==> src/hw/rtl/rbe_pkg.sv <==
// Package for the RTT and bandwidth estimator: item types, ring size,
// default estimates, op codes and divider widths.
// No dependencies.
package rbe_pkg;

   localparam int SAMPLES = 8;
   localparam int IDX_W   = $clog2(SAMPLES);

   localparam int DIVIDEND_W = 56;
   localparam int DIVISOR_W  = 48;
   localparam int DIV_CNT_W  = $clog2(DIVIDEND_W);

   localparam logic [31:0] RTT_DEFAULT = 32'd100_000_000;
   localparam logic [55:0] BW_DEFAULT  = 56'd1_000_000;
   // bytes to bits, then microseconds to seconds
   localparam logic [22:0] BW_SCALE    = 23'd8_000_000;

   localparam logic [1:0] OP_RTT   = 2'd0;
   localparam logic [1:0] OP_THRU  = 2'd1;
   localparam logic [1:0] OP_QUERY = 2'd2;

   typedef struct packed {
      logic [1:0]  op;
      logic [31:0] rtt_us;
      logic [31:0] byte_count;
      logic [47:0] timestamp_us;
   } req_type;

   typedef struct packed {
      logic [31:0] srtt_us;
      logic [55:0] bandwidth_bps;
   } rsp_type;

   typedef struct packed {
      logic                  start;
      logic [DIVIDEND_W-1:0] dividend;
      logic [DIVISOR_W-1:0]  divisor;
   } div_cmd_type;

   typedef struct packed {
      logic                  done;
      logic [DIVIDEND_W-1:0] quotient;
   } div_res_type;

endpackage

==> src/hw/rtl/rtt_bandwidth_estimator_unit.sv <==
// RTT and bandwidth estimator, top level.
// Depends on rbe_pkg and rbe_divider.
//
// Each accepted item optionally records an RTT sample (op 0) or a
// throughput sample (op 1, byte count plus 48-bit timestamp) into rings of
// rbe_pkg::SAMPLES slots, then returns one item with two estimates. The
// smoothed RTT is a 7/8 moving average walked over the whole RTT ring from
// slot 0, or 100000000 us before any RTT sample. The bandwidth is the sum of
// the two newest byte counts times 8e6 over their timestamp difference
// modulo 2^48, or 1000000 bps while fewer than two RTT samples exist or the
// difference is zero. req_stall is high from acceptance until the result is
// loaded into the output register. After acceptance an item walks the whole
// RTT ring through one shared average step, fetches both throughput slots
// and forms the numerator, and, when a division is needed, goes around the
// bit-serial divider (a start state, 56 quotient bits, then picking up the
// quotient); it then loads the output register, and the next item can be
// accepted as soon as the result is loaded. A result still held in the
// output register by rsp_stall delays the load for as long as it waits.
// A finished result waits in the output register while the next item is
// already accepted. Reset clears all rings to zero at once.
module rtt_bandwidth_estimator_unit (
   input  logic             clock,
   input  logic             reset,
   input  logic             req_valid,
   output logic             req_stall,
   input  rbe_pkg::req_type req_payload,
   output logic             rsp_valid,
   input  logic             rsp_stall,
   output rbe_pkg::rsp_type rsp_payload
);

   typedef enum logic [2:0] {
      ST_IDLE,
      ST_EMA,
      ST_NEWEST,
      ST_OLDER,
      ST_MUL,
      ST_START,
      ST_DIV,
      ST_DONE
   } state_type;

   localparam logic [rbe_pkg::IDX_W-1:0] LAST_IDX = rbe_pkg::IDX_W'(rbe_pkg::SAMPLES - 1);

   state_type state_ff;

   // sample rings
   logic [31:0] rtt_ring_ff   [rbe_pkg::SAMPLES];
   logic [31:0] bytes_ring_ff [rbe_pkg::SAMPLES];
   logic [47:0] time_ring_ff  [rbe_pkg::SAMPLES];
   logic [rbe_pkg::IDX_W-1:0] rtt_pos_ff;
   logic [rbe_pkg::IDX_W-1:0] bw_pos_ff;
   logic [1:0]                rtt_seen_ff;

   // working registers
   logic [rbe_pkg::IDX_W-1:0] idx_ff;
   logic [31:0]               ema_ff;
   logic [31:0]               bytes_a_ff;
   logic [47:0]               time_a_ff;
   logic [32:0]               bsum_ff;
   logic [47:0]               dt_ff;
   logic [55:0]               num_ff;
   logic [55:0]               bw_ff;
   logic                      rsp_valid_ff;
   rbe_pkg::rsp_type          rsp_ff;

   logic                      accept;
   logic [rbe_pkg::IDX_W-1:0] newest;
   logic [rbe_pkg::IDX_W-1:0] older;
   logic [35:0]               ema_sum;
   logic [31:0]               ema_in;
   logic [55:0]               num_in;
   logic                      bw_default;
   logic                      out_free;

   rbe_pkg::div_cmd_type div_cmd;
   rbe_pkg::div_res_type div_res;

   function automatic logic [rbe_pkg::IDX_W-1:0] prev_idx(
      input logic [rbe_pkg::IDX_W-1:0] idx
   );
      // step back one slot, wrap to the top of the ring
      return (idx == '0) ? LAST_IDX : idx - 1'b1;
   endfunction

   function automatic logic [rbe_pkg::IDX_W-1:0] next_idx(
      input logic [rbe_pkg::IDX_W-1:0] idx
   );
      return (idx == LAST_IDX) ? '0 : idx + 1'b1;
   endfunction

   always_comb begin
      accept  = (state_ff == ST_IDLE) && req_valid;
      newest  = prev_idx(bw_pos_ff);
      older   = prev_idx(newest);
      // s = (7*s + ring[i]) >> 3, with 7*s formed as 8*s - s
      ema_sum = ({1'b0, ema_ff, 3'b000} - {4'b0000, ema_ff})
                + {4'b0000, rtt_ring_ff[idx_ff]};
      ema_in  = ema_sum[34:3];
      num_in  = 56'(bsum_ff) * 56'(rbe_pkg::BW_SCALE);
      bw_default = (rtt_seen_ff < 2'd2) || (dt_ff == '0);
      out_free   = !rsp_valid_ff || !rsp_stall;
   end

   assign div_cmd.start    = (state_ff == ST_START);
   assign div_cmd.dividend = num_ff;
   assign div_cmd.divisor  = dt_ff;

   rbe_divider u_divider (
      .clock (clock),
      .reset (reset),
      .cmd   (div_cmd),
      .res   (div_res)
   );

   always_ff @(posedge clock) begin
      if (reset) begin
         state_ff     <= ST_IDLE;
         rtt_pos_ff   <= '0;
         bw_pos_ff    <= '0;
         rtt_seen_ff  <= '0;
         idx_ff       <= '0;
         rsp_valid_ff <= 1'b0;
         for (int i = 0; i < rbe_pkg::SAMPLES; i++) begin
            rtt_ring_ff[i]   <= '0;
            bytes_ring_ff[i] <= '0;
            time_ring_ff[i]  <= '0;
         end
      end else begin
         // load a finished item, hold a stalled one, drop it once it is taken
         rsp_valid_ff <= ((state_ff == ST_DONE) && out_free) || (rsp_valid_ff && rsp_stall);
         unique case (state_ff)
            ST_IDLE: begin
               if (accept) begin
                  // record the sample; op 2 and the unused code only query
                  if (req_payload.op == rbe_pkg::OP_RTT) begin
                     rtt_ring_ff[rtt_pos_ff] <= req_payload.rtt_us;
                     rtt_pos_ff <= next_idx(rtt_pos_ff);
                     if (rtt_seen_ff < 2'd2) begin
                        rtt_seen_ff <= rtt_seen_ff + 2'd1;
                     end
                  end else if (req_payload.op == rbe_pkg::OP_THRU) begin
                     bytes_ring_ff[bw_pos_ff] <= req_payload.byte_count;
                     time_ring_ff[bw_pos_ff]  <= req_payload.timestamp_us;
                     bw_pos_ff <= next_idx(bw_pos_ff);
                  end
                  idx_ff   <= '0;
                  state_ff <= ST_EMA;
               end
            end
            ST_EMA: begin
               // walk the ring from slot 0 through the shared average step
               ema_ff <= (idx_ff == '0) ? rtt_ring_ff[idx_ff] : ema_in;
               idx_ff <= next_idx(idx_ff);
               if (idx_ff == LAST_IDX) begin
                  state_ff <= ST_NEWEST;
               end
            end
            ST_NEWEST: begin
               bytes_a_ff <= bytes_ring_ff[newest];
               time_a_ff  <= time_ring_ff[newest];
               state_ff   <= ST_OLDER;
            end
            ST_OLDER: begin
               bsum_ff  <= {1'b0, bytes_a_ff} + {1'b0, bytes_ring_ff[older]};
               dt_ff    <= time_a_ff - time_ring_ff[older];
               state_ff <= ST_MUL;
            end
            ST_MUL: begin
               num_ff <= num_in;
               if (bw_default) begin
                  bw_ff    <= rbe_pkg::BW_DEFAULT;
                  state_ff <= ST_DONE;
               end else begin
                  state_ff <= ST_START;
               end
            end
            ST_START: begin
               state_ff <= ST_DIV;
            end
            ST_DIV: begin
               if (div_res.done) begin
                  bw_ff    <= div_res.quotient;
                  state_ff <= ST_DONE;
               end
            end
            ST_DONE: begin
               // hold until the output register is free
               if (out_free) begin
                  rsp_ff.srtt_us       <= (rtt_seen_ff == '0) ? rbe_pkg::RTT_DEFAULT
                                                              : ema_ff;
                  rsp_ff.bandwidth_bps <= bw_ff;
                  state_ff             <= ST_IDLE;
               end
            end
            default: begin
               state_ff <= ST_IDLE;
            end
         endcase
      end
   end

   assign req_stall   = (state_ff != ST_IDLE);
   assign rsp_valid   = rsp_valid_ff;
   assign rsp_payload = rsp_ff;

endmodule

==> src/hw/rtl/rbe_divider.sv <==
// Restoring radix-2 divider, one quotient bit per cycle.
// Depends on rbe_pkg for widths and the command/result structs.
module rbe_divider (
   input  logic                 clock,
   input  logic                 reset,
   input  rbe_pkg::div_cmd_type cmd,
   output rbe_pkg::div_res_type res
);

   logic                           busy_ff;
   logic                           done_ff;
   logic [rbe_pkg::DIV_CNT_W-1:0]  count_ff;
   logic [rbe_pkg::DIVISOR_W:0]    rem_ff;
   logic [rbe_pkg::DIVIDEND_W-1:0] quo_ff;
   logic [rbe_pkg::DIVISOR_W-1:0]  dvs_ff;

   logic [rbe_pkg::DIVISOR_W:0] trial;
   logic [rbe_pkg::DIVISOR_W:0] dvs_ext;
   logic                        fits;
   logic [rbe_pkg::DIVISOR_W:0] rem_in;
   logic                        last_bit;

   always_comb begin
      trial    = {rem_ff[rbe_pkg::DIVISOR_W-1:0], quo_ff[rbe_pkg::DIVIDEND_W-1]};
      dvs_ext  = {1'b0, dvs_ff};
      fits     = (trial >= dvs_ext);
      rem_in   = fits ? (trial - dvs_ext) : trial;
      last_bit = (count_ff == rbe_pkg::DIV_CNT_W'(rbe_pkg::DIVIDEND_W - 1));
   end

   always_ff @(posedge clock) begin
      if (reset) begin
         busy_ff  <= 1'b0;
         done_ff  <= 1'b0;
         count_ff <= '0;
      end else begin
         done_ff <= busy_ff && !cmd.start && last_bit;
         if (cmd.start) begin
            busy_ff  <= 1'b1;
            count_ff <= '0;
         end else if (busy_ff) begin
            count_ff <= count_ff + 1'b1;
            if (last_bit) begin
               busy_ff <= 1'b0;
            end
         end
      end
   end

   // datapath needs no reset
   always_ff @(posedge clock) begin
      if (cmd.start) begin
         rem_ff <= '0;
         quo_ff <= cmd.dividend;
         dvs_ff <= cmd.divisor;
      end else if (busy_ff) begin
         rem_ff <= rem_in;
         quo_ff <= {quo_ff[rbe_pkg::DIVIDEND_W-2:0], fits};
      end
   end

   assign res.done     = done_ff;
   assign res.quotient = quo_ff;

endmodule
==> config.mk <==
export PLATFORM = sky130hd
export DESIGN_NAME = rtt_bandwidth_estimator_unit
export DESIGN_NICKNAME = d
export VERILOG_FILES = /design/src/hw/rtl/rbe_pkg.sv /design/src/hw/rtl/rtt_bandwidth_estimator_unit.sv /design/src/hw/rtl/rbe_divider.sv
export SDC_FILE = /design/constraint.sdc
export NUM_CORES = 2
export LEC_CHECK = 0
export ABC_AREA = 1
export BUFFER_PORTS_ARGS = -buffer_cell sky130_fd_sc_hd__clkbuf_2
export CORE_MARGIN = 2
export CORE_UTILIZATION = 50
export CTS_CLUSTER_SIZE = 24
export DETAILED_ROUTE_END_ITERATION = 10
export PLACE_DENSITY = 0.71
export SLEW_MARGIN = 15
export SYNTH_ARGS = -nofsm -noshare
export SYNTH_HDL_FRONTEND = slang
export SYNTH_SLANG_ARGS = --single-unit
export TNS_END_PERCENT = 1
==> constraint.sdc <==
create_clock -name clock -period 11.6 [get_ports clock]
set_clock_uncertainty 0.05 [all_clocks]
set_input_delay 2.9 -clock clock [delete_from_list [all_inputs] [get_ports clock]]
set_output_delay 2.9 -clock clock [all_outputs]
set_load 0.02 [all_outputs]
Word-level counts from Yosys, hierarchy flattened
Memory sizes are Yosys's and may differ from the RTL's. A register that Yosys moved wholly into a read port is not among the register bits.
Index checks and enable logic that the tools add are counted.
{ "word_totals": {"ff_bits": 479, "mem_bits_rw": 896, "input_bits": 118, "wordCells": 141, "mem_count": 3} }
{ "mem_list": {"columns": ["memory", "depth", "width", "read_ports", "rd_clocked_by_memory_dff", "write_ports", "line", "rtl"], "rows": [
  ["time_ring_ff", 8, 48, 2, 1, 8, "rtt_bandwidth_estimator_unit.sv:50", "logic [47:0] time_ring_ff [rbe_pkg::SAMPLES];"],
  ["bytes_ring_ff", 8, 32, 2, 1, 8, "rtt_bandwidth_estimator_unit.sv:49", "logic [31:0] bytes_ring_ff [rbe_pkg::SAMPLES];"],
  ["rtt_ring_ff", 8, 32, 1, 1, 8, "rtt_bandwidth_estimator_unit.sv:48", "logic [31:0] rtt_ring_ff [rbe_pkg::SAMPLES];"]
]} }
{ "classes": {"n_addsub": 12, "n_mul": 1, "order_cmp": 2, "eq_ne": 17, "mux": 47, "n_bitwise": 2, "reduce_logical": 37} }
{ "ops": {"columns": ["cell", "count"], "rows": [
  ["56-bit 2-to-1 mux", 4],
  ["56-bit one-hot mux with 2 select lines", 1],
  ["32-bit 2-to-1 mux", 3],
  ["48-bit 2-to-1 mux", 2],
  ["48-bit subtractor", 2],
  ["32-bit OR reduction", 2],
  ["49-bit by 48-bit greater-or-equal comparator with 1-bit output", 1],
  ["48-bit logical NOT", 1],
  ["48-bit OR reduction", 1],
  ["33-bit by 14-bit multiplier with 47-bit output (second input constant)", 1],
  ["3-bit 2-to-1 mux", 15],
  ["35-bit by 32-bit adder with 35-bit output", 1],
  ["35-bit by 32-bit subtractor with 35-bit output", 1],
  ["32-bit by 32-bit adder with 33-bit output", 1],
  ["3-bit one-hot mux with 8 select lines", 1],
  ["3-bit equality test (second input constant)", 7],
  ["1-bit 2-to-1 mux", 19],
  ["4-bit AND reduction", 4],
  ["3-bit logical NOT", 4],
  ["2-bit AND reduction", 5],
  ["3-bit by 1-bit adder with 3-bit output (second input constant)", 3],
  ["2-bit != test (second input constant)", 4],
  ["6-bit by 1-bit adder with 6-bit output (second input constant)", 1],
  ["3-bit by 2-bit equality test with 1-bit output (second input constant)", 2],
  ["other kinds (18)", 32]
]} }

Depth between registers and ports, before layout
{ "depth": {"ltp_word": 9, "mapped_depth": 28, "depth_no_buf": 25} }

Cells and area by module
A second synthesis with hierarchy kept.
{ "hier_totals": {"hier_cells": 8934, "hier_area_um2": 82577.9} }
{ "modules_own_cells": {"columns": ["mod", "instances", "cells_each", "area_each_um2", "seq_area_each_um2"], "rows": [
  ["rtt_bandwidth_estimator_unit", 1, 7267, 71573.6, 38797.2],
  ["rbe_divider", 1, 1667, 11004.3, 4244.1]
]} }

Least setup slack after synthesis
No wires, ideal clock.
{ "synth_timing": {"path_type": "input -> register", "startpoint": "in reset", "endpoint": "reg bsum_ff[0], enable pin", "arrival_ns": 6.926, "t_required_ns": 11.029, "setup_slack_ns": 4.103, "stages": 5, "cell_sequence": "clkbuf_1 > inv_1 > clkbuf_1 > nand2_1 > nor2_1"} }
{ "synth_between": {"elab_chain_len": 2} }
{ "synth_lines": {"columns": ["item", "line", "rtl"], "rows": [
  ["from (decl)", "rtt_bandwidth_estimator_unit.sv:23", "input logic reset,"],
  ["1-bit inverter (no source line)", null, null],
  ["2-bit AND reduction (no source line)", null, null],
  ["to (signal assigned)", "rtt_bandwidth_estimator_unit.sv:165", "bsum_ff <= {1'b0, bytes_a_ff} + {1'b0, bytes_ring_ff[older]};"],
  ["to (decl)", "rtt_bandwidth_estimator_unit.sv:60", "logic [32:0] bsum_ff;"]
]} }
Every way passes these cells.
A chain may end at the register's enable or synchronous reset.

Worst setup path after layout
{ "layout_timing": {"startpoint": "reg bw_pos_ff[0] (netlist bit)", "endpoint": "reg bsum_ff[30] (data pin)"} }
{ "layout_between": {"elab_chain_len": 6, "elab_cells_between_ends": 8} }
{ "layout_lines": {"columns": ["item", "line", "rtl"], "rows": [
  ["from (decl)", "rtt_bandwidth_estimator_unit.sv:52", "logic [rbe_pkg::IDX_W-1:0] bw_pos_ff;"],
  ["from (signal assigned)", "rtt_bandwidth_estimator_unit.sv:145", "bw_pos_ff <= next_idx(bw_pos_ff);"],
  ["3-bit by 1-bit subtractor with 3-bit output or 3-bit logical NOT (tied branches)", "rtt_bandwidth_estimator_unit.sv:83", "return (idx == '0) ? LAST_IDX : idx - 1'b1;"],
  ["3-bit 2-to-1 mux *", "rtt_bandwidth_estimator_unit.sv:83", null],
  ["3-bit by 1-bit subtractor with 3-bit output or 3-bit logical NOT (tied branches)", "rtt_bandwidth_estimator_unit.sv:83", null],
  ["3-bit 2-to-1 mux *", "rtt_bandwidth_estimator_unit.sv:83", null],
  ["memory read 8 x 32 bit *", null, null],
  ["32-bit by 32-bit adder with 33-bit output *", "rtt_bandwidth_estimator_unit.sv:165", null]
]} }
Mark *: on every way between the ends. The rest lies on a longest branch, timed or not.

==> results.md <==
* Syn_area_per_cell at between 9 and 10 sq um
* CP Class: register to register
* Area Growth Syn to Fin at 9.43%
* Nets at ~9000
* Iteration count of the initial detailed-routing pass at 6
* Buffers plus inverters on the worst setup path at 6
* Chip Height at 407 um
* # H-tree levels at 4
* Synth warn at 0
* HP Class: register to register
* Root buf cell: clkbuf_16
* Leading cell type in the layout, fill and taps excluded: nor2_1
* Post-route minimum period at 6970 ps
* Synth Area in Compound Gates at 13.8%
* Iteration-0 DRC Markers at between 7000 and 8000
* Initial Util at 50.4%
* Post-synth EDFFs at roughly 1400
* Pin count of the biggest net entering global routing at 96
* Crit Path Max Fanout at 88
* Crit path largest cell delay at approximately 800 ps
* R2r startpoint: bw_pos_ff[0]
* Dpl hpwl at roughly 150 mm
* Worst path top cell family by delay: buffers and inverters
* Hold Vio Cnt, Final at 0
* Reg-to-reg endpoint: bsum_ff[30]
* Startpoint types: register
* Mux contribution to synthesized area at less than 1%
* First-pass GRT wire length at roughly 350 mm
* Post-CTS sizing at 0
* Flops & latches, synth at around 1500
* Setup violators final at 0
* Post-Synth Adder-Cell Area at 9.33%
* Placer Congestion at about 0.95
* GRT Residual Overflow at 0
* Drt wl/cell at around 21 um
* Post-Syn Instances at between 8000 and 9000
* Total core area at 161000 sq um
* Peak supply drop at 349 uV
* Antenna violations before repair at 4
* Setup Fix Bufs, Post-CTS at 0
* Worst-margin pin slew at about 1100 ps
* Worst reg-to-reg setup slack at approximately 4600 ps
* CTS buffer count at about 160
* RSZ-0062 raised after global routing: no
* HP Start: bw_ff[50]
* GRT Total Usage at 27.9%
* Max Slew Vio Count at 0
* Power Dens Cells at between 200 and 300 nW/um^2
* Clock buffer depth at 3
* Die area at 165000 sq um
* XOR/XNOR Fraction of Synth Area at 1.90%
* Worst Path Arrival at approximately 7500 ps
* Crit end category: register
* Final wirelength at between 200 and 250 mm
* Total Power at between 0.02 and 0.025 W
* Port Buffers at roughly 210
* R2r worst-path depth at 26
* Synth unique cells at 69
* Rows at 147
* Antenna viol nets, final at 0
* Lkg Pwr at 36.3 nW
* CTS tree: built
* Ratio of cells with drive above 1 in the final layout at 7.22%
* Main combinational cell family by area after synthesis: simple AND/OR/NAND/NOR gates
* Syn_nets at 9098
* Register area share after synthesis at 53.1%
* Most used cell, CP: nand2_1
* Most frequent cells in the layout: 1833 x nor2_1, 1384 x edfxtp_1, 933 x inv_1
* Synthesized area at between 80000 and 90000 sq um
* Clock latency on the worst-skew pair at approximately 810 ps
* Hold buffers post-CTS at 0
* Status: complete, no violations
* I/O pins at about 210
* Vias in the first global route at around 61000
* WP data required at approximately 12000 ps
* Final period util at between 60% and 70%
* Hold Path End: rsp_payload[50]
* Hold Path Depth at 0
* Slowest CP cell: ha_4
* Slew HR at 27.4%
* Ys async rst share at 0%
* CTS sink count at between 1000 and 1500
* Post-synthesis simple-gate area fraction at ~15%
* Vias at ~63000
* MaxCap Viol Count at 0
* Clk slew on worst S/H paths at about 60 ps
* Fmax at between 100 and 150 MHz
* Final TNS setup at 0 ps
* Vias/cell at approximately 5.8
* Top_reg_cell synth: edfxtp_1
* Die width at ~400 um
* DRC at 0
worst max-delay path by stage:
stage | startpoint | end | depth (start not counted)
finish | bw_pos_ff[0] | bsum_ff[30] | 26
global route | bw_pos_ff[0] | bsum_ff[30] | 26
CTS | bw_pos_ff[0] | dt_ff[38] | 25
detailed placement | bw_pos_ff[0] | dt_ff[38] | 25
global placement | bw_pos_ff[0] | dt_ff[38] | 25
floorplan | reset | bsum_ff[0] | 5
cell usage after synthesis, types with 15 or more instances:
master    instances  area [sq um]
buf_1            28           105
edfxtp_1       1384         41600
nand2_1         913          3430
o22ai_1         221          1380
a221oi_1         37           324
nand3_1         126           631
o221ai_1         68           596
nand2_2          26           163
clkbuf_1        248           931
o21ai_1          54           270
o211ai_1         23           173
a21oi_1         364          1820
xor2_1          107           937
nand4_1          24           150
nor3_1           46           230
o21bai_1         15           113
nor4_1           21           131
buf_6            71           800
o21ai_0         842          4210
a22oi_1          75           563
a21o_1           21           158
fa_1            172          3440
nor2_1         1839          6900
a31oi_1         126           788
xnor2_1          69           604
inv_1           935          3510
o21a_1           20           150
dfxtp_1          74          1480
ha_1            330          4130
buf_2            54           270
final cells by class:
| type | count | area (sq um) |
|---|---|---|
| Sequential cell | 1458 | 43000 |
| Timing Repair Buffer | 287 | 1640 |
| Multi-Input combinational cell | 5667 | 32600 |
| Tap cell | 2160 | 2700 |
| Fill cell | 14040 | 72200 |
| Inverter | 948 | 3580 |
| Clock inverter | 84 | 977 |
| Clock buffer | 204 | 4240 |
| Antenna cell | 3 | 7.51 |
cell families after synthesis:
kind of cell	after synthesis
simple gates	3039
xor+xnor	176
fa+ha+maj	502
mux	8
compound gates	1942
buf+inv	1353
flops	1458
flip-flops by register name, summed over array words and instances, names as in the netlist, named ones only:
register and cells:
bytes_a_ff 32, u_divider.count_ff 6, u_divider.busy_ff 1, dt_ff 48
u_divider.dvs_ff 48, rtt_pos_ff 3, bsum_ff 33, rsp_payload 88
rtt_ring_ff 256, u_divider.done_ff 1, num_ff 47, ema_ff 32
bw_ff 56, rsp_valid 1, u_divider.quo_ff 56, rtt_seen_ff 2
state_ff 3, idx_ff 3, time_ring_ff 384, bw_pos_ff 3
time_a_ff 48, bytes_ring_ff 256, u_divider.rem_ff 48
layer usage:
layer  vias to the layer above  track usage [%]  share of wire (%)
met5                         -                0             0.0047
met4                         2             10.8                3.6
met3                       562             4.98                9.4
met2                      3165             44.7                 47
met1                     30035             37.6                 40
li1                      29152                -                  -
stage by stage:
stage | instance area, sq um | util (%) | std cells | setup WS [ps] | hold slack [ps]
CTS | 88800 | 55.2 | 10808 | 4800 | 364
global route | 88800 | 55.2 | 10810 | 4270 | 364
global placement | 83600 | 51.9 | 10520 | 4840 | 353
finish | 88800 | 55.2 | 10811 | 4630 | 364
floorplan | 81100 | - | 8478 | 4100 | 350
detailed placement | 83600 | 51.9 | 10520 | 4780 | 355
power breakdown:
part | switching, W | leakage (nW) | total (W) | internal [W]
clock | 0.00213 | 2.54 | 0.00510 | 0.00298
combinational | 0.00798 | 19.6 | 0.0121 | 0.00409
sequential | 0.000246 | 14.2 | 0.00688 | 0.00664
total | 0.0104 | 36.3 | 0.0241 | 0.0137
(Power assumes the default switching activity.)
